File: src/rtl/tls_pkg.sv
// Shared types and constants for the thread and lock scheduler.
// Used by tls_ready_queue and thread_lock_scheduler; depends on nothing.
package tls_pkg;

  localparam int SLOTS  = 32;
  localparam int ID_W   = 5;
  localparam int CNT_W  = 6;
  localparam int FILL_W = 6;
  localparam logic [CNT_W-1:0] CNT_MAX = 6'd63;

  typedef enum logic [2:0] {
    REQ_CREATE,
    REQ_YIELD,
    REQ_EXIT,
    REQ_JOIN,
    REQ_INIT,
    REQ_LOCK,
    REQ_UNLOCK,
    REQ_DESTROY
  } req_kind_t;

  typedef enum logic [2:0] {
    ST_IDLE,
    ST_LOOK,
    ST_EXEC,
    ST_SCAN,
    ST_FETCH,
    ST_SCHED,
    ST_DONE
  } state_t;

  typedef struct packed {
    logic [2:0]      req_type;
    logic [ID_W-1:0] target_id;
  } req_t;

  typedef struct packed {
    logic            status;
    logic [ID_W-1:0] handle;
    logic [ID_W-1:0] running_thread;
    logic            running_valid;
  } rsp_t;

  typedef struct packed {
    logic            push;
    logic            pop;
    logic [ID_W-1:0] push_id;
  } rq_ctl_t;

  typedef struct packed {
    logic [ID_W-1:0] thread;
    logic [ID_W-1:0] target;
  } wait_entry_t;

endpackage

File: src/rtl/tls_ready_queue.sv
// Circular FIFO of ready thread ids in a synchronous memory.
// Depends on tls_pkg. The head entry is read out registered every cycle.
module tls_ready_queue (
  input  logic                          clk,
  input  logic                          rst,
  input  tls_pkg::rq_ctl_t              ctl,
  output logic [tls_pkg::FILL_W-1:0]    fill,
  output logic [tls_pkg::ID_W-1:0]      head_id
);

  logic [tls_pkg::ID_W-1:0]   mem [tls_pkg::SLOTS];
  logic [tls_pkg::ID_W-1:0]   head;
  logic [tls_pkg::ID_W-1:0]   head_next;
  logic [tls_pkg::FILL_W-1:0] fill_next;
  logic                       we;
  logic [tls_pkg::ID_W-1:0]   waddr;

  always_comb begin
    head_next = head;
    fill_next = fill;
    we        = 1'b0;
    waddr     = head + fill[tls_pkg::ID_W-1:0];
    case ({ctl.pop, ctl.push})
      2'b10: begin
        head_next = head + tls_pkg::ID_W'(1);
        fill_next = fill - tls_pkg::FILL_W'(1);
      end
      2'b11: begin
        // pop frees a place, so the push always lands
        head_next = head + tls_pkg::ID_W'(1);
        we        = 1'b1;
      end
      2'b01: begin
        if (fill < tls_pkg::FILL_W'(tls_pkg::SLOTS)) begin
          we        = 1'b1;
          fill_next = fill + tls_pkg::FILL_W'(1);
        end
      end
      default: begin
      end
    endcase
  end

  always_ff @(posedge clk) begin
    if (rst) begin
      head <= '0;
      fill <= '0;
    end else begin
      head <= head_next;
      fill <= fill_next;
    end
  end

  always_ff @(posedge clk) begin
    if (we) begin
      mem[waddr] <= ctl.push_id;
    end
    head_id <= mem[head];
  end

endmodule

File: src/rtl/thread_lock_scheduler.sv
// Thread and lock scheduler: one request beat in, one response beat out.
// Request beat: req_type and target_id. Response beat: status, handle of a
// newly allocated slot, and the thread running after the request.
// Both channels use valid/stall; a beat moves when valid is high and stall
// is low. One request is processed at a time; req_stall is high from the
// accepting edge until the response is registered.
// From the accepting edge a request passes the LOOK, EXEC and DONE states;
// yield and a blocking join or lock also pass FETCH and SCHED, where the
// ready queue is popped if it holds a thread. Exit of a running thread, and
// an unlock that leaves the lock count nonzero, sweep the wait list one entry
// per cycle through the wait memory port in SCAN; exit then goes on to FETCH
// and SCHED. The next request is accepted, at the earliest, in the cycle after the response is loaded.
// The response sits in an output register; the next request is taken while
// it waits, but a second response holds until rsp_stall drops.
// Reset clears the slot table, empties the ready queue and wait list and
// makes the main thread (id 0) the running thread. No sweep follows reset.
// Depends on tls_pkg and tls_ready_queue.
module thread_lock_scheduler (
  input  logic          clk,
  input  logic          rst,
  input  logic          req_valid,
  output logic          req_stall,
  input  tls_pkg::req_t req,
  output logic          rsp_valid,
  input  logic          rsp_stall,
  output tls_pkg::rsp_t rsp
);

  tls_pkg::state_t    state, state_next;
  tls_pkg::req_kind_t kind;
  logic [tls_pkg::ID_W-1:0] tgt;

  logic [tls_pkg::SLOTS-1:0] used;
  logic [tls_pkg::CNT_W-1:0] cnt_mem [tls_pkg::SLOTS];
  logic [tls_pkg::CNT_W-1:0] cnt_rdata;
  logic                      cnt_we;
  logic [tls_pkg::ID_W-1:0]  cnt_waddr;
  logic [tls_pkg::CNT_W-1:0] cnt_wdata;

  tls_pkg::wait_entry_t      wait_mem [tls_pkg::SLOTS];
  tls_pkg::wait_entry_t      wait_rdata;
  tls_pkg::wait_entry_t      wait_wdata;
  logic                      wait_we;
  logic [tls_pkg::ID_W-1:0]  wait_waddr;
  logic [tls_pkg::FILL_W-1:0] wfill;

  logic [tls_pkg::ID_W-1:0]  cur_thread;
  logic                      cur_valid;
  logic                      blocking;
  logic                      res_status;
  logic [tls_pkg::ID_W-1:0]  res_handle;

  logic [tls_pkg::FILL_W-1:0] scan_rd;
  logic [tls_pkg::FILL_W-1:0] scan_wr;
  logic                      scan_pend;
  logic                      scan_removed;
  logic                      scan_all;
  logic [tls_pkg::ID_W-1:0]  scan_tgt;
  logic                      scan_end;
  logic                      scan_match;

  tls_pkg::rq_ctl_t          rq_ctl;
  logic [tls_pkg::FILL_W-1:0] rq_fill;
  logic [tls_pkg::ID_W-1:0]  rq_head_id;

  logic                      free_ok;
  logic [tls_pkg::ID_W-1:0]  free_id;
  logic                      tgt_ok;
  logic                      can_block;
  logic                      rsp_load;

  tls_ready_queue u_ready (
    .clk     (clk),
    .rst     (rst),
    .ctl     (rq_ctl),
    .fill    (rq_fill),
    .head_id (rq_head_id)
  );

  // lowest free slot, slot 0 excluded
  always_comb begin
    free_ok = 1'b0;
    free_id = '0;
    for (int i = tls_pkg::SLOTS - 1; i >= 1; i--) begin
      if (!used[i]) begin
        free_ok = 1'b1;
        free_id = tls_pkg::ID_W'(i);
      end
    end
  end

  assign tgt_ok     = used[tgt];
  assign can_block  = cur_valid && (rq_fill != '0) &&
                      (wfill < tls_pkg::FILL_W'(tls_pkg::SLOTS));
  assign scan_end   = !scan_pend && (scan_rd >= wfill);
  assign scan_match = scan_pend && (wait_rdata.target == scan_tgt) &&
                      (scan_all || !scan_removed);
  assign rsp_load   = (state == tls_pkg::ST_DONE) && (!rsp_valid || !rsp_stall);
  assign req_stall  = (state != tls_pkg::ST_IDLE);

  // next state
  always_comb begin
    state_next = state;
    case (state)
      tls_pkg::ST_IDLE:  if (req_valid) state_next = tls_pkg::ST_LOOK;
      tls_pkg::ST_LOOK:  state_next = tls_pkg::ST_EXEC;
      tls_pkg::ST_EXEC: begin
        case (kind)
          tls_pkg::REQ_YIELD: state_next = tls_pkg::ST_FETCH;
          tls_pkg::REQ_EXIT:
            state_next = cur_valid ? tls_pkg::ST_SCAN : tls_pkg::ST_DONE;
          tls_pkg::REQ_JOIN, tls_pkg::REQ_LOCK:
            state_next = (tgt_ok && cnt_rdata != '0 && can_block) ?
                         tls_pkg::ST_FETCH : tls_pkg::ST_DONE;
          tls_pkg::REQ_UNLOCK:
            state_next = (tgt_ok && cnt_rdata > tls_pkg::CNT_W'(1)) ?
                         tls_pkg::ST_SCAN : tls_pkg::ST_DONE;
          default: state_next = tls_pkg::ST_DONE;
        endcase
      end
      tls_pkg::ST_SCAN: begin
        if (scan_end) begin
          state_next = (kind == tls_pkg::REQ_EXIT) ? tls_pkg::ST_FETCH : tls_pkg::ST_DONE;
        end
      end
      tls_pkg::ST_FETCH: state_next = tls_pkg::ST_SCHED;
      tls_pkg::ST_SCHED: state_next = tls_pkg::ST_DONE;
      tls_pkg::ST_DONE:  if (rsp_load) state_next = tls_pkg::ST_IDLE;
      default:           state_next = tls_pkg::ST_IDLE;
    endcase
  end

  // memory and queue controls
  always_comb begin
    rq_ctl     = '0;
    cnt_we     = 1'b0;
    cnt_waddr  = tgt;
    cnt_wdata  = '0;
    wait_we    = 1'b0;
    wait_waddr = wfill[tls_pkg::ID_W-1:0];
    wait_wdata = '{thread: cur_thread, target: tgt};
    case (state)
      tls_pkg::ST_EXEC: begin
        case (kind)
          tls_pkg::REQ_CREATE, tls_pkg::REQ_INIT: begin
            if (free_ok) begin
              cnt_we         = 1'b1;
              cnt_waddr      = free_id;
              cnt_wdata      = (kind == tls_pkg::REQ_CREATE) ? tls_pkg::CNT_W'(1) : '0;
              rq_ctl.push    = (kind == tls_pkg::REQ_CREATE);
              rq_ctl.push_id = free_id;
            end
          end
          tls_pkg::REQ_JOIN, tls_pkg::REQ_LOCK: begin
            if (tgt_ok) begin
              cnt_we = 1'b1;
              if (cnt_rdata == '0) begin
                cnt_wdata = tls_pkg::CNT_W'(1);
              end else begin
                cnt_wdata = (cnt_rdata == tls_pkg::CNT_MAX) ? tls_pkg::CNT_MAX :
                            cnt_rdata + tls_pkg::CNT_W'(1);
                wait_we   = can_block;
              end
            end
          end
          tls_pkg::REQ_UNLOCK: begin
            if (tgt_ok && cnt_rdata != '0) begin
              cnt_we    = 1'b1;
              cnt_wdata = cnt_rdata - tls_pkg::CNT_W'(1);
            end
          end
          tls_pkg::REQ_DESTROY: begin
            cnt_we = tgt_ok;
          end
          default: begin
          end
        endcase
      end
      tls_pkg::ST_SCAN: begin
        // compact the wait list in place, waking matches
        if (scan_match) begin
          rq_ctl.push    = 1'b1;
          rq_ctl.push_id = wait_rdata.thread;
        end else if (scan_pend) begin
          wait_we    = 1'b1;
          wait_waddr = scan_wr[tls_pkg::ID_W-1:0];
          wait_wdata = wait_rdata;
        end
        if (scan_end && kind == tls_pkg::REQ_EXIT) begin
          cnt_we    = 1'b1;
          cnt_waddr = cur_thread;
        end
      end
      tls_pkg::ST_SCHED: begin
        if (rq_fill != '0) begin
          rq_ctl.pop     = 1'b1;
          rq_ctl.push    = cur_valid && !blocking;
          rq_ctl.push_id = cur_thread;
        end
      end
      default: begin
      end
    endcase
  end

  always_ff @(posedge clk) begin
    if (cnt_we) begin
      cnt_mem[cnt_waddr] <= cnt_wdata;
    end
    cnt_rdata <= cnt_mem[tgt];
    if (wait_we) begin
      wait_mem[wait_waddr] <= wait_wdata;
    end
    wait_rdata <= wait_mem[scan_rd[tls_pkg::ID_W-1:0]];
  end

  always_ff @(posedge clk) begin
    if (rst) begin
      state <= tls_pkg::ST_IDLE;
    end else begin
      state <= state_next;
    end
  end

  always_ff @(posedge clk) begin
    if (rst) begin
      used       <= '0;
      wfill      <= '0;
      cur_thread <= '0;
      cur_valid  <= 1'b1;
      scan_pend  <= 1'b0;
      rsp_valid  <= 1'b0;
    end else begin
      if (rsp_valid && !rsp_stall && !rsp_load) begin
        rsp_valid <= 1'b0;
      end
      case (state)
        tls_pkg::ST_IDLE: begin
          if (req_valid) begin
            kind     <= tls_pkg::req_kind_t'(req.req_type);
            tgt      <= req.target_id;
            blocking <= 1'b0;
          end
        end
        tls_pkg::ST_EXEC: begin
          res_status   <= 1'b0;
          res_handle   <= '0;
          scan_rd      <= '0;
          scan_wr      <= '0;
          scan_pend    <= 1'b0;
          scan_removed <= 1'b0;
          case (kind)
            tls_pkg::REQ_CREATE, tls_pkg::REQ_INIT: begin
              if (free_ok) begin
                used[free_id] <= 1'b1;
                res_handle    <= free_id;
              end else begin
                res_status <= 1'b1;
              end
            end
            tls_pkg::REQ_EXIT: begin
              res_status <= !cur_valid;
              scan_tgt   <= cur_thread;
              scan_all   <= 1'b1;
            end
            tls_pkg::REQ_JOIN, tls_pkg::REQ_LOCK: begin
              if (!tgt_ok) begin
                res_status <= 1'b1;
              end else if (cnt_rdata != '0 && can_block) begin
                wfill    <= wfill + tls_pkg::FILL_W'(1);
                blocking <= 1'b1;
              end
            end
            tls_pkg::REQ_UNLOCK: begin
              res_status <= !tgt_ok || (cnt_rdata == '0);
              scan_tgt   <= tgt;
              scan_all   <= 1'b0;
            end
            tls_pkg::REQ_DESTROY: begin
              if (tgt_ok) begin
                used[tgt] <= 1'b0;
              end else begin
                res_status <= 1'b1;
              end
            end
            default: begin
            end
          endcase
        end
        tls_pkg::ST_SCAN: begin
          scan_pend <= (scan_rd < wfill);
          if (scan_rd < wfill) begin
            scan_rd <= scan_rd + tls_pkg::FILL_W'(1);
          end
          if (scan_match) begin
            scan_removed <= 1'b1;
          end else if (scan_pend) begin
            scan_wr <= scan_wr + tls_pkg::FILL_W'(1);
          end
          if (scan_end) begin
            wfill <= scan_wr;
            if (kind == tls_pkg::REQ_EXIT) begin
              used[cur_thread] <= 1'b0;
              cur_valid        <= 1'b0;
            end
          end
        end
        tls_pkg::ST_SCHED: begin
          if (rq_fill != '0) begin
            cur_thread <= rq_head_id;
            cur_valid  <= 1'b1;
          end
        end
        tls_pkg::ST_DONE: begin
          if (rsp_load) begin
            rsp_valid <= 1'b1;
          end
        end
        default: begin
        end
      endcase
    end
  end

  always_ff @(posedge clk) begin
    if (rsp_load) begin
      rsp.status         <= res_status;
      rsp.handle         <= res_handle;
      rsp.running_thread <= cur_valid ? cur_thread : '0;
      rsp.running_valid  <= cur_valid;
    end
  end

`ifndef SYNTHESIS
  a_rq_bound: assert property (@(posedge clk) disable iff (rst)
    rq_fill <= tls_pkg::FILL_W'(tls_pkg::SLOTS))
    else $error("ready queue fill out of range");

  a_wait_bound: assert property (@(posedge clk) disable iff (rst)
    wfill <= tls_pkg::FILL_W'(tls_pkg::SLOTS))
    else $error("wait list fill out of range");

  a_sched_runs: assert property (@(posedge clk) disable iff (rst)
    (state == tls_pkg::ST_SCHED) && (rq_fill != '0) |=> cur_valid)
    else $error("pop from ready queue left no running thread");

  a_rsp_load: assert property (@(posedge clk) disable iff (rst)
    rsp_load |=> rsp_valid && (state == tls_pkg::ST_IDLE))
    else $error("response not presented after completion");
`endif

endmodule
File: config.mk
export PLATFORM = sky130hd
export DESIGN_NAME = thread_lock_scheduler
export DESIGN_NICKNAME = d
export VERILOG_FILES = /design/src/rtl/tls_pkg.sv /design/src/rtl/tls_ready_queue.sv /design/src/rtl/thread_lock_scheduler.sv
export SDC_FILE = /design/constraint.sdc
export NUM_CORES = 1
export LEC_CHECK = 0
export BUFFER_PORTS_ARGS = -buffer_cell sky130_fd_sc_hd__buf_2
export CORE_MARGIN = 2
export CORE_UTILIZATION = 65
export CTS_BUF_LIST = sky130_fd_sc_hd__clkbuf_2 sky130_fd_sc_hd__clkbuf_4 sky130_fd_sc_hd__clkbuf_8
export CTS_CLUSTER_DIAMETER = 120
export DETAILED_ROUTE_END_ITERATION = 12
export PLACE_DENSITY = 0.84
export SLEW_MARGIN = 20
export SYNTH_ARGS = -nofsm -noshare
export SYNTH_HDL_FRONTEND = slang
export SYNTH_SLANG_ARGS = --single-unit
File: constraint.sdc
create_clock -name clk -period 4.6 [get_ports clk]
set_input_delay 0.92 -clock clk [delete_from_list [all_inputs] [get_ports clk]]
set_output_delay 0.92 -clock clk [all_outputs]
set_load 0.01 [all_outputs]
==> results of run 1 <==
-- report_power, final --
group	switching, uW	internal (uW)	total, uW
clock network	2780	3090	5860
registers	59.5	7890	7950
logic	405	246	651
-- kinds of logic (layout without fill, tap and decap cells) --
family	after synthesis	count (layout)	share of synthesized area [%]
compound gates	269	269	5.63
xor+xnor	32	32	0.837
fa+ha+maj	24	24	0.942
buf+inv	142	382	1.66
flops	799	799	69.2
mux	250	250	15.1
simple gates	448	448	6.59
-- layer usage --
metal	vias up	global-route usage (%)
li1	8282	-
met1	10200	43.5
met2	1466	52.2
met3	261	6.26
met4	0	13.3
met5	-	0
-- stage by stage --
step                      power, uW  utilization (%)  cells
after floorplan                8510                -   1964
after global placement         8700             68.2   2658
after detailed placement       8730             68.2   2658
after CTS                     14500             73.0   2884
after global routing          14800             73.0   2884
final                         14500             73.0   2884
-- layout by cell type, fill, tap and decap left out, types with 40 or more instances in the layout --
master      n
buf_4      98
nor3_1     45
o21ai_0    49
clkbuf_8  127
nor2_1    152
a22oi_1    40
dfxtp_1    79
mux4_2    201
nand2_1    78
edfxtp_1  718
-- worst max path at each step --
stage	endpoint	slack (ns)	cells after the start
floorplan	cnt_mem[30][0]	0.74	12
global placement	wait_mem[26][5]	0.56	7
detailed placement	cnt_mem[8][2]	0.68	7
CTS	u_ready.mem[10][2]	0.59	12
global route	u_ready.mem[15][3]	0.35	12
finish	u_ready.mem[13][1]	0.53	12
-- registers in the layout, summed over array words and instances, names as in the netlist, 10 cells and up --
| name | flops |
|---|---|
| wait_mem | 320 |
| rsp | 12 |
| u_ready.mem | 160 |
| cnt_mem | 192 |
| wait_rdata | 10 |
| used | 32 |
-- final cells by class --
cell class	count	area, sq um
Timing Repair Buffer	126	903
Clock buffer	161	2000
Inverter	30	113
Tap cell	680	851
Fill cell	2898	13800
Clock inverter	65	444
Sequential cell	799	23200
Multi-Input combinational cell	1023	9820
==> metrics.txt, run 1 <==
Crit path max-delay family simple AND/OR/NAND/NOR gates; RSZ-0062 raised after global routing no; total grt overflow 0; CP bufs+invs 2; first-pass GRT wire length 126 mm; largest net degree at the start of global routing 83; Async S/R FF share, synth 0%; GRT Overall Usage 32.2%; TritonCTS clock tree built; pre-CTS WS 0.683 ns; drt total wl 84.2 mm; endpoints failing setup 0; metal2 WL 41.3 mm; TritonCTS Buffers 120; Vias/cell 7.01; DRT met1 WL 30.6 mm; Yosys top cell by area edfxtp_1; vias in the first global route 20,200; drt initial violations 2,837; most common cell in the netlist edfxtp_1; CTS Buffer Depth 3; Placer Congestion 0.968; top cells by count, synth 718 x edfxtp_1, 201 x mux4_2, 157 x nor2_1; max cap viols 0; clk root buf clkbuf_8; predominant post-synthesis flop cell edfxtp_1; Synth Area per Inst 17.0 sq um; setup slack, reg-to-reg 0.53 ns; clk_skew 0.0581 ns; Sink Count 799; setup slack after layout 0.526 ns; Die X 231 um; IO buf count 25; Total Nets Final 2,136; Cells after Synth 1,964; CP Max Fanout 8; initial antenna violation count 0; Die Span Y 231 um; P per Cell Area 387 nW/um^2; die area 53,300 sq um; htree depth 3; worst hold slack 0.368 ns; Post-synth EDFFs 718; cells along the critical path or3b_1 > or2_2 > a211o_1 > and3_1 > or2_2 > inv_1 > ha_1 > nor2_1 > nor3_1 > buf_4 > nand2_1 > nor2_1; Hold Path End kind[2]; TNS Setup 0 ns; Worst VDD drop 0.288 mV; main area contributors after synthesis edfxtp_1 64%, mux4_2 14%, dfxtp_1 4.8%; Clock transition at path regs 0.06 ns; Critical R2R Capture u_ready.mem[13][1]; hold_sp req[7]; slowest CP cell or3b_1; Max Slew Vio Count 0; I/O pin cnt 26; Via Count 20,200; Hold Path Class input port to flip-flop; register area share after synthesis 69.2%; hold depth 1; synthesized area 33,500 sq um; Cell Area, Placed 34,800 sq um; WS Path Type flip-flop to flip-flop; Detail Route Antenna Nets 0; Worst slew margin 28.5%; # resized after CTS 0; FF-to-FF Start state[1]; WP data required 4.95 ns; Synthesized Nets 2,000; DP Wirelength 54.7 mm; Core Area 51,100 sq um; Worst EP arrival 4.43 ns; Critical Path Start Type flip-flop; outcome finished, final reports clean; postcts setup bufs 0; Final period util 88.6%; flop and latch count out of synthesis 799; uppermost layer routed met4; routed wl met3 8.79 mm; final instance area 37,300 sq um; Worst Setup SP state[1]; Leak 0.0115 uW; Yosys cell types 80; clock insertion delay at the later pin of the skew report 0.77 ns; maximum clock frequency 245 MHz; DRC Markers 0; drt first pass iters 8; Worst setup EP type flip-flop; CTS Hold Buffers Added 0; min Tclk post-route 4.07 ns; R2R depth 12; CP max stage delay 0.56 ns; row count 83; Starting Density 65.5%; yosys warns 0; post-DR wirelength/cell 29.2 um; ratio of cells with drive above 1 in the final layout 26.5%; Worst-Margin Slew 1.07 ns; Final Hold Vio Count 0; Layout area overhead 11.5%; share of Yosys cell area claimed by the top area cell type 64.4%; Ant. Diodes 0
Note: power is estimated with default switching activity, not from simulation.
==> run 2, diff against run 1 <==
Settings changed: CORE_MARGIN 2 to unset.
==> metrics.txt, run 2 (synthesized netlist as in run 1, its figures left out) <==
outcome finished, final reports clean; total grt overflow 0 (unchanged); Via Count 20,000 (-0.87%); postcts setup bufs 0 (unchanged); die area 52,400 sq um (-1.7%); Clock transition at path regs 0.07 ns (about the same); drt total wl 82.4 mm (-2.2%); post-DR wirelength/cell 28.7 um (-1.6%); Final period util 90.9% (+2.3 points); clk root buf clkbuf_8; CP bufs+invs 1 (-1); max cap viols 0 (unchanged); Starting Density 66.3% (+0.80 points); drt initial violations 2,752 (-3.0%); Critical R2R Capture cnt_mem[15][1]; slowest CP cell nor4_1; Worst setup EP type flip-flop; row count 82 (-1.2%); WS Path Type flip-flop to flip-flop; GRT Overall Usage 32.2% (about the same); # placed instances 2,642 (-0.60%); Worst EP arrival 4.60 ns (+0.17 ns); I/O pin cnt 26 (unchanged); Hold Path Class input port to flip-flop; Max Slew Vio Count 0 (unchanged); Sink Count 799 (unchanged); cells along the critical path or3b_1 > or2_2 > a21oi_2 > nand3_1 > o21ai_0 > o32ai_1 > nor4_1 > buf_4; Crit path max-delay family simple AND/OR/NAND/NOR gates; most frequent cells in the layout 718 x edfxtp_1, 201 x mux4_2, 152 x nor2_1, 127 x clkbuf_8, 92 x buf_4; DP Wirelength 53.3 mm (-2.6%); P per Cell Area 393 nW/um^2 (+1.4%); clock insertion delay at the later pin of the skew report 0.75 ns (-0.02 ns); CTS Hold Buffers Added 0 (unchanged); Hold Path End tgt[4]; setup slack after layout 0.420 ns (-0.106 ns); Worst slew margin 22.8% (-5.7 points); Worst-Margin Slew 1.15 ns (+0.0841 ns); Total Nets Final 2,127 (-0.42%); CP Max Fanout 9 (+1); Vias/cell 6.98 (-0.31%); first-pass GRT wire length 125 mm (-1.1%); Worst VDD drop 0.299 mV (+3.6%); Top reg by flops wait_mem; htree depth 3 (unchanged); FF-to-FF Start state[1]; pre-CTS WS 0.575 ns (-0.109 ns); endpoints failing setup 0 (unchanged); clk_skew 0.0380 ns (-0.0201 ns); # resized after CTS 0 (unchanged); max reg flops 320 (unchanged); initial antenna violation count 1 (+1); Die X 229 um (-0.87%); vias in the first global route 19,900 (-1.0%); RSZ-0062 raised after global routing no; CP max stage delay 0.79 ns (+0.23 ns); Core Area 50,500 sq um (-1.2%); hold depth 1 (unchanged); Leak 0.0115 uW (-0.26%); TritonCTS clock tree built; hold_sp req[4]; DRC Markers 0 (unchanged); Final Hold Vio Count 0 (unchanged); drt first pass iters 8 (unchanged); WP data required 5.02 ns (+0.07 ns); Detail Route Antenna Nets 0 (unchanged); CTS Buffer Depth 3 (unchanged); setup slack, reg-to-reg 0.42 ns (-0.11 ns); biggest regs wait_mem x320, cnt_mem x192, u_ready.mem x160; IO buf count 25 (unchanged); TritonCTS Buffers 119 (-0.83%); Critical Path Start Type flip-flop; Layout area overhead 11.4% (about the same); fin cells 2,868 (-0.55%); TNS Setup 0 ns (unchanged); ratio of cells with drive above 1 in the final layout 25.9% (-0.67 points); min Tclk post-route 4.18 ns (+0.106 ns); commonest non-fill, non-tap cell in the layout edfxtp_1; maximum clock frequency 239 MHz (-2.5%); Die Span Y 229 um (-0.87%); largest net degree at the start of global routing 66 (-20%); R2R depth 8 (-4); Placer Congestion 0.967 (-0.12%)
## run 2: metrics by stage
step	hold WS [ns]	utilization [%]	power (uW)	instance area [sq um]
2_1_floorplan	0.400	-	8510	33500
6_report	0.381	73.9	14600	37300
5_1_grt	0.366	73.9	15000	37300
3_3_place_gp	0.407	68.9	8700	34800
3_5_place_dp	0.411	68.9	8730	34800
4_1_cts	0.345	73.9	14700	37300
## run 2: cell type report
| cell class | instances | area (sq um) |
|---|---|---|
| Tap cell | 672 | 841 |
| Timing Repair Buffer | 118 | 836 |
| Clock inverter | 60 | 489 |
| Inverter | 30 | 113 |
| Fill cell | 2769 | 13200 |
| Sequential cell | 799 | 23200 |
| Multi-Input combinational cell | 1023 | 9790 |
| Clock buffer | 165 | 2030 |
| Antenna cell | 1 | 2.50 |
## run 2: report_power, final
group	switching, uW	internal [uW]
clock	2730	3320
combinational	404	246
sequential	61.6	7890
## run 2: layer usage
metal	vias to the layer above	wire length, um	GRT usage (%)	share of wire (%)
met2	1516	40200	51.9	49
li1	8261	-	-	-
met1	9988	29600	44.2	36
met5	-	102	0	0.12
met4	2	3350	11.8	4.1
met3	264	9110	6.36	11
## run 2: worst max path at each step
stage | startpoint | endpoint | slack [ns] | depth (start not counted)
after global routing | scan_rd[4] | cnt_mem[19][3] | 0.24 | 8
final | state[1] | cnt_mem[15][1] | 0.42 | 8
after floorplan | scan_rd[0] | cnt_mem[30][0] | 0.74 | 12
after detailed placement | scan_rd[4] | cnt_mem[19][0] | 0.57 | 8
after CTS | scan_rd[4] | cnt_mem[19][3] | 0.56 | 8
after global placement | state[1] | cnt_mem[15][5] | 0.82 | 8
